--- src/tpce_pkg.sv ---
// shared types, constants and codebook builder for the ternary pulse expander
package tpce_pkg;

   localparam int SYM_W          = 7;
   localparam int CNT_W          = 4;
   localparam int NEG_W          = 2;
   localparam int PULSE_W        = 2;
   localparam int BYTE_W         = 8;
   localparam int BOOK_DEPTH     = 1 << SYM_W;
   localparam int MIN_WORD_LEN   = 3;
   localparam int MAX_NEG_RUN    = 3;
   localparam int MAX_WORD_LEN_D = 7;
   localparam logic [SYM_W-1:0] ALPHABET_RESET = 7'd89;

   localparam logic signed [PULSE_W-1:0] PULSE_POS  = 2'sb01;
   localparam logic signed [PULSE_W-1:0] PULSE_ZERO = 2'sb00;
   localparam logic signed [PULSE_W-1:0] PULSE_NEG  = 2'sb11;

   typedef struct packed {
      logic [CNT_W-1:0] p;
      logic [CNT_W-1:0] z;
      logic [NEG_W-1:0] n;
      logic             ok;
   } word_type;

   typedef word_type [BOOK_DEPTH-1:0] book_type;

   typedef enum logic [1:0] {
      ST_IDLE = 2'b01,
      ST_EMIT = 2'b10
   } state_type;

   typedef struct packed {
      logic load;
      logic advance;
   } cmd_type;

   typedef struct packed {
      logic last;
   } stat_type;

   // words ranked by length, then more p, then more z; ranks past the index range are dropped
   function automatic book_type build_codebook(input int max_len);
      book_type book;
      int       seen;
      int       n;
      book = '0;
      seen = 0;
      for (int len = MIN_WORD_LEN; len <= max_len; len++) begin
         for (int p = len; p >= 0; p--) begin
            for (int z = len - p; z >= 0; z--) begin
               n = len - p - z;
               if (n <= MAX_NEG_RUN && (p + z) != 0) begin
                  if (seen < BOOK_DEPTH) begin
                     book[seen].p  = CNT_W'(p);
                     book[seen].z  = CNT_W'(z);
                     book[seen].n  = NEG_W'(n);
                     book[seen].ok = 1'b1;
                  end
                  seen++;
               end
            end
         end
      end
      return book;
   endfunction

endpackage

--- src/tpce_ctrl.sv ---
// controller: sequences one codeword at a time over the handshakes
module tpce_ctrl
   import tpce_pkg::*;
(
   input  logic     clock,
   input  logic     reset,
   input  logic     req_tvalid,
   output logic     req_tready,
   output logic     rsp_tvalid,
   input  logic     rsp_tready,
   input  stat_type stat,
   output cmd_type  cmd
);

   state_type state_ff, state_in;
   logic      rsp_take;

   assign rsp_take   = (state_ff == ST_EMIT) && rsp_tready;
   assign rsp_tvalid = (state_ff == ST_EMIT);
   // next item may enter while the final pulse is taken
   assign req_tready = (state_ff == ST_IDLE) || (rsp_take && stat.last);

   assign cmd.load    = req_tvalid && req_tready;
   assign cmd.advance = rsp_take;

   always_comb begin
      state_in = state_ff;
      unique case (state_ff)
         ST_IDLE: begin
            if (cmd.load) state_in = ST_EMIT;
         end
         ST_EMIT: begin
            if (rsp_take && stat.last && !cmd.load) state_in = ST_IDLE;
         end
         default: state_in = ST_IDLE;
      endcase
   end

   always_ff @(posedge clock) begin
      if (reset) begin
         state_ff <= ST_IDLE;
      end else begin
         state_ff <= state_in;
      end
   end

endmodule

--- src/tpce_dpath.sv ---
// datapath: codebook lookup, alphabet register and pulse counter
module tpce_dpath
   import tpce_pkg::*;
#(
   parameter int MAX_WORD_LEN = MAX_WORD_LEN_D
)
(
   input  logic                      clock,
   input  logic                      reset,
   input  logic [SYM_W-1:0]          symbol,
   input  logic                      csr_valid,
   input  logic [SYM_W-1:0]          csr_data,
   input  cmd_type                   cmd,
   output stat_type                  stat,
   output logic signed [PULSE_W-1:0] pulse,
   output logic                      bad_symbol
);

   localparam book_type CODEBOOK = build_codebook(MAX_WORD_LEN);

   logic [SYM_W-1:0] alpha_ff;
   logic [CNT_W-1:0] p_ff, p_in;
   logic [CNT_W-1:0] pz_ff, pz_in;
   logic [CNT_W-1:0] end_ff, end_in;
   logic [CNT_W-1:0] idx_ff, idx_in;
   logic             bad_ff, bad_in;
   word_type         entry;

   assign entry = CODEBOOK[symbol];

   always_comb begin
      p_in   = p_ff;
      pz_in  = pz_ff;
      end_in = end_ff;
      idx_in = idx_ff;
      bad_in = bad_ff;
      if (cmd.load) begin
         bad_in = (symbol >= alpha_ff) || !entry.ok;
         p_in   = entry.p;
         pz_in  = entry.p + entry.z;
         end_in = entry.p + entry.z + CNT_W'(entry.n) - CNT_W'(1);
         idx_in = '0;
      end else if (cmd.advance) begin
         idx_in = idx_ff + CNT_W'(1);
      end
   end

   always_ff @(posedge clock) begin
      if (reset) begin
         alpha_ff <= ALPHABET_RESET;
      end else if (csr_valid) begin
         alpha_ff <= csr_data;
      end
   end

   always_ff @(posedge clock) begin
      p_ff   <= p_in;
      pz_ff  <= pz_in;
      end_ff <= end_in;
      idx_ff <= idx_in;
      bad_ff <= bad_in;
   end

   always_comb begin
      if (bad_ff || idx_ff >= p_ff) begin
         pulse = (bad_ff || idx_ff < pz_ff) ? PULSE_ZERO : PULSE_NEG;
      end else begin
         pulse = PULSE_POS;
      end
   end

   assign bad_symbol = bad_ff;
   assign stat.last  = bad_ff || (idx_ff == end_ff);

endmodule

--- src/ternary_pulse_codebook_expander_core.sv ---
// Ternary pulse codebook expander: each accepted symbol becomes its codeword
// of +1, 0 and -1 pulses, one result item per cycle while the sink is ready,
// tlast on the final pulse. A symbol at or above the alphabet size (or past
// the end of the codebook) gives one item with pulse 0, tlast and tuser set.
// A word has 3 to MAX_WORD_LEN pulses (one item for a rejected symbol),
// counted out by the single pulse counter; the next symbol is taken in the
// cycle the final pulse leaves. The user must write the alphabet size
// register only while the block is idle; the block does not enforce it.
module ternary_pulse_codebook_expander_core
   import tpce_pkg::*;
#(
   parameter int MAX_WORD_LEN = MAX_WORD_LEN_D
)
(
   input  logic              clock,
   input  logic              reset,
   input  logic              req_tvalid,
   output logic              req_tready,
   input  logic [BYTE_W-1:0] req_tdata,   // [6:0] symbol
   output logic              rsp_tvalid,
   input  logic              rsp_tready,
   output logic [BYTE_W-1:0] rsp_tdata,   // [1:0] pulse
   output logic              rsp_tlast,   // last
   output logic              rsp_tuser,   // bad_symbol
   input  logic              csr_valid,
   output logic              csr_ready,
   input  logic [SYM_W-1:0]  csr_data     // alphabet_size
);

   cmd_type                   cmd;
   stat_type                  stat;
   logic signed [PULSE_W-1:0] pulse;
   logic                      bad_symbol;

   assign csr_ready = 1'b1;

   tpce_ctrl u_ctrl (
      .clock      (clock),
      .reset      (reset),
      .req_tvalid (req_tvalid),
      .req_tready (req_tready),
      .rsp_tvalid (rsp_tvalid),
      .rsp_tready (rsp_tready),
      .stat       (stat),
      .cmd        (cmd)
   );

   tpce_dpath #(
      .MAX_WORD_LEN (MAX_WORD_LEN)
   ) u_dpath (
      .clock      (clock),
      .reset      (reset),
      .symbol     (req_tdata[SYM_W-1:0]),
      .csr_valid  (csr_valid),
      .csr_data   (csr_data),
      .cmd        (cmd),
      .stat       (stat),
      .pulse      (pulse),
      .bad_symbol (bad_symbol)
   );

   assign rsp_tdata = {{(BYTE_W-PULSE_W){1'b0}}, pulse};
   assign rsp_tlast = stat.last;
   assign rsp_tuser = bad_symbol;

endmodule

--- config.mk ---
export PLATFORM = sky130hd
export DESIGN_NAME = ternary_pulse_codebook_expander_core
export DESIGN_NICKNAME = d
export VERILOG_FILES = /design/src/tpce_pkg.sv /design/src/tpce_ctrl.sv /design/src/tpce_dpath.sv /design/src/ternary_pulse_codebook_expander_core.sv
export SDC_FILE = /design/constraint.sdc
export NUM_CORES = 1
export LEC_CHECK = 0
export BUFFER_PORTS_ARGS = -buffer_cell sky130_fd_sc_hd__buf_2
export CORE_ASPECT_RATIO = 0.75
export CORE_MARGIN = 10
export CORE_UTILIZATION = 61
export DETAILED_ROUTE_END_ITERATION = 8
export PLACE_DENSITY = 0.85
export REMOVE_ABC_BUFFERS = 1
export SYNTH_ARGS = -nofsm -noshare
export SYNTH_HDL_FRONTEND = slang
export SYNTH_SLANG_ARGS = --single-unit
--- constraint.sdc ---
create_clock -name clock -period 10.6 [get_ports clock]
set_input_delay 1.59 -clock clock [delete_from_list [all_inputs] [get_ports clock]]
set_output_delay 1.59 -clock clock [all_outputs]
set_load 0.05 [all_outputs]
# ---- Word level (Yosys, flattened, before mapping)
# Memory sizes are Yosys's and may differ from the RTL's.
# Cells that the tools add are included.
dict set report totals {
  regBits 26
  romBits 1408
  input_bits 20
  word_cells 39
  n_memories 1
}
# memory depth word_bits rd rd_ports_with_merged_regs wr line_no
set mem_list {}
lappend mem_list {{(no name shown)} 128 11 1 0 0 tpce_dpath.sv:29} ;# assign entry = CODEBOOK[symbol];
dict set report classes {
  add_sub_neg 4
  n_lt_le_gt_ge 4
  n_eq_ne 5
  mux 6
  reduce_logical 12
}
# op count
set op_table {}
lappend op_table {{two-way mux 11 bit} 1}
lappend op_table {{less-than comparator 7 x 8 -> 1 bit, second input constant} 1}
lappend op_table {{two-way mux 2 bit} 4}
lappend op_table {{greater-or-equal comparator 7 bit} 1}
lappend op_table {{logical OR 1 bit} 5}
lappend op_table {{adder 4 x 1 -> 4 bit, second input constant} 1}
lappend op_table {{adder 4 x 2 -> 4 bit} 1}
lappend op_table {{adder 4 bit} 1}
lappend op_table {{equality test 4 bit} 1}
lappend op_table {{greater-or-equal comparator 4 bit} 1}
lappend op_table {{logical AND 1 bit} 4}
lappend op_table {{less-than comparator 4 bit} 1}
lappend op_table {{inequality test 2 x 1 -> 1 bit, second input constant} 2}
lappend op_table {{case mux 2 bit (2 select lines)} 1}
lappend op_table {{subtractor 4 x 1 -> 4 bit, second input constant} 1}
lappend op_table {{equality test 2 x 1 -> 1 bit, second input constant} 1}
lappend op_table {{equality test 2 bit, second input constant} 1}
lappend op_table {{logical NOT 1 bit} 2}
lappend op_table {{AND reduction 2 bit} 1}

# ---- Depth between registers and ports, before layout
# Gate-level depths: netlist (run 1).
dict set report logic_depth {
  depth_word 9
  mapped_depth 17
  depth_no_buf 16
}

# ---- By module
# A second synthesis (run 1) with hierarchy kept.
dict set report unflattened {
  hier_cells 315
  area_unflattened_um2 2583.7
}
# mod n_inst cells_each area_each_um2
set modules_own_cells {}
lappend modules_own_cells {tpce_dpath 1 292 2391.0}
lappend modules_own_cells {tpce_ctrl 1 14 132.6}
lappend modules_own_cells {ternary_pulse_codebook_expander_core 1 9 60.1}

# ---- Worst setup path before layout (run 1)
# Ideal clock, no wire load.
dict set report synth_path {
  kind {input port to flip-flop}
  from {input port req_tdata[1]}
  to {register u_dpath.end_ff[3], data pin}
  setup_time_ns 0.258
  arrival_ns 4.826
  required_time_ns 10.342
  slack_ns 5.516
  cell_stages 17
  n_path_buf 1
  cell_sequence {buf_2 inv_1 ha_1 inv_1 a21oi_1 mux4_2 o31ai_2 ha_1 inv_1 fa_1 ha_1 inv_1 ha_1 inv_1 fa_1 xnor2_1 xnor2_1}
}
# item line_no
set synth_rtl {}
lappend synth_rtl {{from (decl)} ternary_pulse_codebook_expander_core.sv:19} ;# input logic [BYTE_W-1:0] req_tdata,
lappend synth_rtl {{to (signal assigned)} tpce_dpath.sv:59} ;# end_ff <= end_in;
lappend synth_rtl {{to (decl)} tpce_dpath.sv:24} ;# logic [CNT_W-1:0] end_ff, end_in;

==> results of run 1 <==
[layer usage]
metal  track usage (%)  vias to the layer above  wire, µm
met4              4.03                        0       150
met1              22.6                     1044      2670
li1                  -                     1099         -
met2              24.1                      115      2520
met3              6.40                       23       671
met5                 0                        -         0
[metrics by stage]
stage | hold slack, ns | setup slack [ns]
after floorplan | 0.445 | 5.68
final | 0.492 | 5.17
after global routing | 0.510 | 4.97
after detailed placement | 0.475 | 4.93
after global placement | 0.473 | 5.05
after CTS | 0.495 | 5.23
[cell type report]
| cell class | instances | area [µm²] |
|---|---|---|
| Fill cell | 327 | 1370 |
| Inverter | 33 | 124 |
| Sequential cell | 25 | 621 |
| Multi-Input combinational cell | 223 | 1720 |
| Timing Repair Buffer | 25 | 128 |
| Clock buffer | 4 | 45.0 |
| Tap cell | 55 | 68.8 |
[flip-flops by register name (all words and copies together), names as in the netlist]
name	cells
u_dpath.alpha_ff	7
u_ctrl.state_ff	2
u_dpath.bad_symbol	1
u_dpath.idx_ff	4
u_dpath.end_ff	4
u_dpath.pz_ff	4
u_dpath.p_ff	3
[layout by cell type (no fill, tap or decap), drive strengths merged, types with 4 or more instances in the layout]
| master | synthesis | layout |
|---|---|---|
| a211oi | 4 | 4 |
| a21o | 5 | 5 |
| a21oi | 10 | 10 |
| a221oi | 4 | 4 |
| a31oi | 4 | 4 |
| buf | 19 | 25 |
| clkbuf | 5 | 4 |
| conb | 2 | 7 |
| dfxtp | 13 | 13 |
| edfxtp | 12 | 12 |
| ha | 28 | 28 |
| inv | 33 | 33 |
| mux2 | 5 | 5 |
| mux2i | 9 | 9 |
| nand2 | 25 | 25 |
| nand2b | 13 | 13 |
| nor2 | 10 | 10 |
| nor2b | 5 | 5 |
| nor3 | 5 | 5 |
| o2111ai | 4 | 4 |
| o211ai | 11 | 11 |
| o21ai | 11 | 11 |
| o31ai | 5 | 5 |
| xnor2 | 8 | 8 |
[Yosys cell counts (3+ instances only)]
| master | instances | area share (%) |
|---|---|---|
| nor3_1 | 5 | 0.96 |
| a31oi_1 | 4 | 0.96 |
| buf_4 | 9 | 2.6 |
| clkbuf_1 | 5 | 0.72 |
| mux2i_1 | 9 | 3.5 |
| nor2_1 | 10 | 1.4 |
| nor2b_1 | 5 | 1.2 |
| nor3b_1 | 3 | 0.87 |
| dfxtp_1 | 13 | 10 |
| xnor2_1 | 8 | 2.7 |
| o2111ai_1 | 4 | 1.3 |
| inv_1 | 32 | 4.6 |
| a211oi_1 | 4 | 1.2 |
| a21oi_1 | 10 | 1.9 |
| nand3_1 | 3 | 0.58 |
| buf_2 | 8 | 1.5 |
| mux2_2 | 5 | 2.2 |
| nand2_1 | 24 | 3.5 |
| mux4_2 | 3 | 2.6 |
| a21o_1 | 5 | 1.4 |
| nand2b_1 | 13 | 3.1 |
| ha_1 | 28 | 13 |
| o21ai_0 | 11 | 2.1 |
| o31ai_1 | 4 | 1.2 |
| edfxtp_1 | 12 | 14 |
| a221oi_1 | 4 | 1.3 |
| or3b_1 | 3 | 1.0 |
| o22ai_1 | 3 | 0.72 |
| o211ai_1 | 11 | 3.2 |
[worst reg2reg max path, cell delays in order, from the launching register on]
cell	delay, ns
dfxtp_1	0.50
xnor2_1	0.16
a41oi_1	0.21
o22ai_1	0.18
buf_4	0.26
[logic make-up after synthesis]
logic type	count (synthesis)	synth area share (%)
AO/OA/AOI/OAI	81	22.6
adder cells (fa/ha/maj)	31	15.4
flip-flops	25	23.9
multiplexers	17	8.24
other	2	0.289
buffers and inverters	57	10.5
XOR/XNOR	10	3.37
AND/OR/NAND/NOR	77	15.7
[final timing paths]
path	startpoint	to	slack (ns)
hold / removal	u_dpath.alpha_ff[6]	u_dpath.alpha_ff[6]	0.49
setup / recovery	req_tdata[1]	u_dpath.end_ff[3]	5.17
hold reg to reg	u_dpath.alpha_ff[6]	u_dpath.alpha_ff[6]	0.49
setup reg to reg	u_dpath.idx_ff[1]	u_dpath.pz_ff[3]	8.98
[report_power, final]
group	internal, W	switching (W)	total, W
Clock	0.0000269	0.0000294	0.0000563
Combinational	0.0000459	0.0000740	0.000120
Sequential	0.000117	0.00000471	0.000121
Total	0.000189	0.000108	0.000298
==> flow_summary.toml, run 1 <==
[clock_network]
htree_num_levels = 1
numClockSinks = 25
clock_latency_ns = 0.27
cts_tree = "yes"
cts-resized-gates = 0
clk_path_buf_depth = 2
cts-root-buf = "clkbuf_8"
hold_buffers = 0
cts_buffers = 3
cts.clk_slew.worst_paths_ns = 0.08
post_cts_buffers = 0

[sta]
setup_viol = 0
rsz0062_at_grt = "no"
worst_pin_slew_ns = 0.710
min_period_ns = 5.43
timing.final.crit_share_pct = 51.2
fmax_ghz = 0.184
fin_worst_skew_ns = 0.00431
relSlewSlack_pct = 52.7
tns_ns = 0
drv_slew = 0
hold_violations = 0

[layout]
stdcell_count = 365
final_area_um2 = 2710
antennaDiodeCount = 0
area_growth_pct = 4.29
layout-drive-gt1-share_pct = 13.2
layout.nets = 361
final_util_pct = 66.4

[pwr]
cellPowerDensity_nw_per_um2 = 110
irDropWorstVdd_mv = 0.102
power.total_w = 0.000298
p_leak_nw = 1.20

[global_routing]
grt_overflow = 0
grt_max_degree = 41
grt_pass1_wl_mm = 10.1
antenna_found_initial = 0
grt_use_total_pct = 16.7
grt_pass1_vias = 2130

[worst_setup_path]
cp_max_fo = 17
cp_num_buf_inv = 6
crit_slowest_cell = "fa_1"
r2r_cells = 4
crit_type = "in -> reg"
worst_path_most_repeated_cell = "inv_1"
critPathMaxStageDelay_ns = 0.49
crit_path_start_kind = "input port"
cp_top_family = "adder cells"
end_kind = "flip-flop"
critPathArrivalTime_ns = 5.46
critPathRequiredTime_ns = 10.63
worst-path-stages = 17
crit_chain = "buf_2, inv_1, ha_1, inv_1, a21oi_1, mux4_2, o31ai_2, ha_1, inv_1, fa_1, ha_1, inv_1, ha_1, inv_1, fa_1, xnor2_1, xnor2_1"

[routing]
avgViaCountPerCell = 6.25
drtIter0Drc = 252
drc = 0
avgRoutedWirePerCell_um = 16.5
ant_nets = 0
num_vias = 2281
wl_mm = 6.02
firstDrtPassIters = 5

[logic_synthesis]
ys_seq_area_share_pct = 23.9
postSynthCellCount = 300
yosysUniqueCellTypes = 63
ys_async_sr_fraction_pct = 0
avgSynthCellArea_um2 = 8.66
synth_edf_count = 12
ys_ff_latch = 25
syn_area_um2 = 2600
synth_flop_cell = "dfxtp_1"
synth_warnings = 0

[job]
drv_cap = 0

[floorplan]
start_util_pct = 63.7
die-area_um2 = 7300
die_w_um = 95.4
num_rows = 20
core_area_um2 = 4080
io_pins = 33
die_h_um = 76.5

[place]
dp_hpwl_mm = 4.56
place.port_buffers = 24
place_area_um2 = 2660
post-place-cells = 361
gp_congestion = 0.949

[min_path]
holdPathStages = 2
min_path_type = "reg -> reg"

[outcome]
status = "completed"
(Power assumes the default switching activity.)
==> run 2, diff against run 1 <==
CORE_UTILIZATION = 59   (was 61)
PLACE_DENSITY = 0.83   (was 0.85)
clock period = 5.05 ns   (was 10.6 ns; I/O delays follow)
==> run 2 against run 1 <==
Against the previous run:
- sequential share of layout area shrank 0.31 points
- worst hold slack about the same
- clock power grew 110%
- critical path type unchanged
- largest cell class unchanged
- largest power group unchanged
- highest routed layer unchanged
==> flow_summary.toml, run 2 (synthesized netlist as in run 1, its figures left out) <==
[layout]
multi_input_area_um2 = 1720
top_register = "u_dpath.alpha_ff"
antennaDiodeCount = 0
stdcell_count = 370
largest_reg_flops = 7
layout_common_cells = "inv_1 (32), ha_1 (28), nand2_1 (24), buf_2 (24)"
layout.nets = 366
final_util_pct = 66.1
nFillCells = 363
area_growth_pct = 5.73
layout_commonest_cell = "inv_1"
layout.area.seq_um2 = 621
layout-drive-gt1-share_pct = 14.6

[pwr]
irDropWorstVdd_mv = 0.142
p_leak_nw = 1.22
cellPowerDensity_nw_per_um2 = 227

[routing]
num_vias = 2254
drc = 0
drtIter0Drc = 396
ant_nets = 0
wl_mm = 5.98
avgRoutedWirePerCell_um = 16.2
avgViaCountPerCell = 6.09
firstDrtPassIters = 5

[worst_setup_path]
reg2reg_setup_slack_ns = 3.10
critPathArrivalTime_ns = 4.46
cp_max_fo = 17
end_kind = "flip-flop"
crit_path_start_kind = "input port"
critPathRequiredTime_ns = 5.07
crit_type = "in -> reg"

[floorplan]
io_pins = 33
die-area_um2 = 7480
start_util_pct = 62.5
die_w_um = 96.6
die_h_um = 77.5
num_rows = 20
core_area_um2 = 4150

[clock_network]
cts-root-buf = "clkbuf_8"
cts-resized-gates = 0
cts_tree = "yes"
htree_num_levels = 1
clock_latency_ns = 0.27
clk_path_buf_depth = 2
hold_buffers = 0
post_cts_buffers = 0
cts.clk_slew.worst_paths_ns = 0.08
cts_buffers = 3
numClockSinks = 25

[min_path]
min_path_type = "reg -> reg"

[sta]
worst_pin_slew_ns = 0.651
relSlewSlack_pct = 56.3
tns_ns = 0
drv_slew = 0
fin_worst_skew_ns = 0.00432
min_period_ns = 4.44
setup_viol = 0
fmax_ghz = 0.225
hold_violations = 0
rsz0062_at_grt = "no"
timing.final.crit_share_pct = 87.9

[global_routing]
grt_use_total_pct = 14.9
grt_max_degree = 30
grt_pass1_wl_mm = 9.80
grt_pass1_vias = 2060
grt_overflow = 0
antenna_found_initial = 0

[place]
gp_congestion = 0.978
place.port_buffers = 24
post-place-cells = 366
dp_hpwl_mm = 4.53

[job]
drv_cap = 0

[outcome]
status = "completed"
[run 2: cell count changes in the layout (fill, tap and decap cells not counted)]
| cell | previous run | this run |
|---|---|---|
| buf_4 | 1 | 6 |
[run 2: worst paths after layout]
kind / startpoint / endpoint / cells past startpoint
max: req_tdata[1] / u_dpath.end_ff[3] / 17
min: u_dpath.alpha_ff[4] / u_dpath.alpha_ff[4] / 2
max reg2reg: u_dpath.idx_ff[1] / u_dpath.end_ff[2] / 4
min reg2reg: u_dpath.alpha_ff[4] / u_dpath.alpha_ff[4] / 2
[run 2: where the power goes]
group	internal [W]	leakage, nW	switching (W)
registers	0.000245	0.223	0.00000981
logic	0.0000984	0.976	0.000155
clock network	0.0000564	0.0228	0.0000603
[run 2: stage by stage]
step / power, W / setup WS, ns / cell area, µm² / hold slack [ns]
after global routing: 0.000670 / 0.347 / 2750 / 0.526
final: 0.000625 / 0.613 / 2750 / 0.492
after CTS: 0.000625 / 0.647 / 2750 / 0.497
after global placement: 0.000501 / 0.436 / 2700 / 0.471
after floorplan: 0.000434 / 0.963 / 2470 / 0.445
after detailed placement: 0.000509 / 0.375 / 2700 / 0.477
[run 2: layer usage]
layer  wire, µm  vias to the layer above  track usage (%)
li1           -                     1107                -
met1       2740                     1024             20.3
met2       2570                      113             22.3
met3        633                       10             5.75
met4         36                        0             1.32
met5          0                        -                0
[run 2: cell type report]
cell class,count,share of cell area (%)
Clock buffer,4,1.64
Inverter,33,4.51
Tap cell,55,2.51
Multi-Input combinational cell,223,62.7
Timing Repair Buffer,30,6.01
Sequential cell,25,22.6
[run 2: worst max-delay path, stage by stage]
cell and delay [ns]:
buf_2 0.29, inv_1 0.18, ha_1 0.32, inv_1 0.16, a21oi_1 0.09, mux4_2 0.46, o31ai_2 0.25, ha_1 0.23
inv_1 0.06, fa_1 0.46, ha_1 0.30, inv_1 0.05, ha_1 0.13, inv_1 0.05, fa_1 0.38, xnor2_1 0.15
xnor2_1 0.14
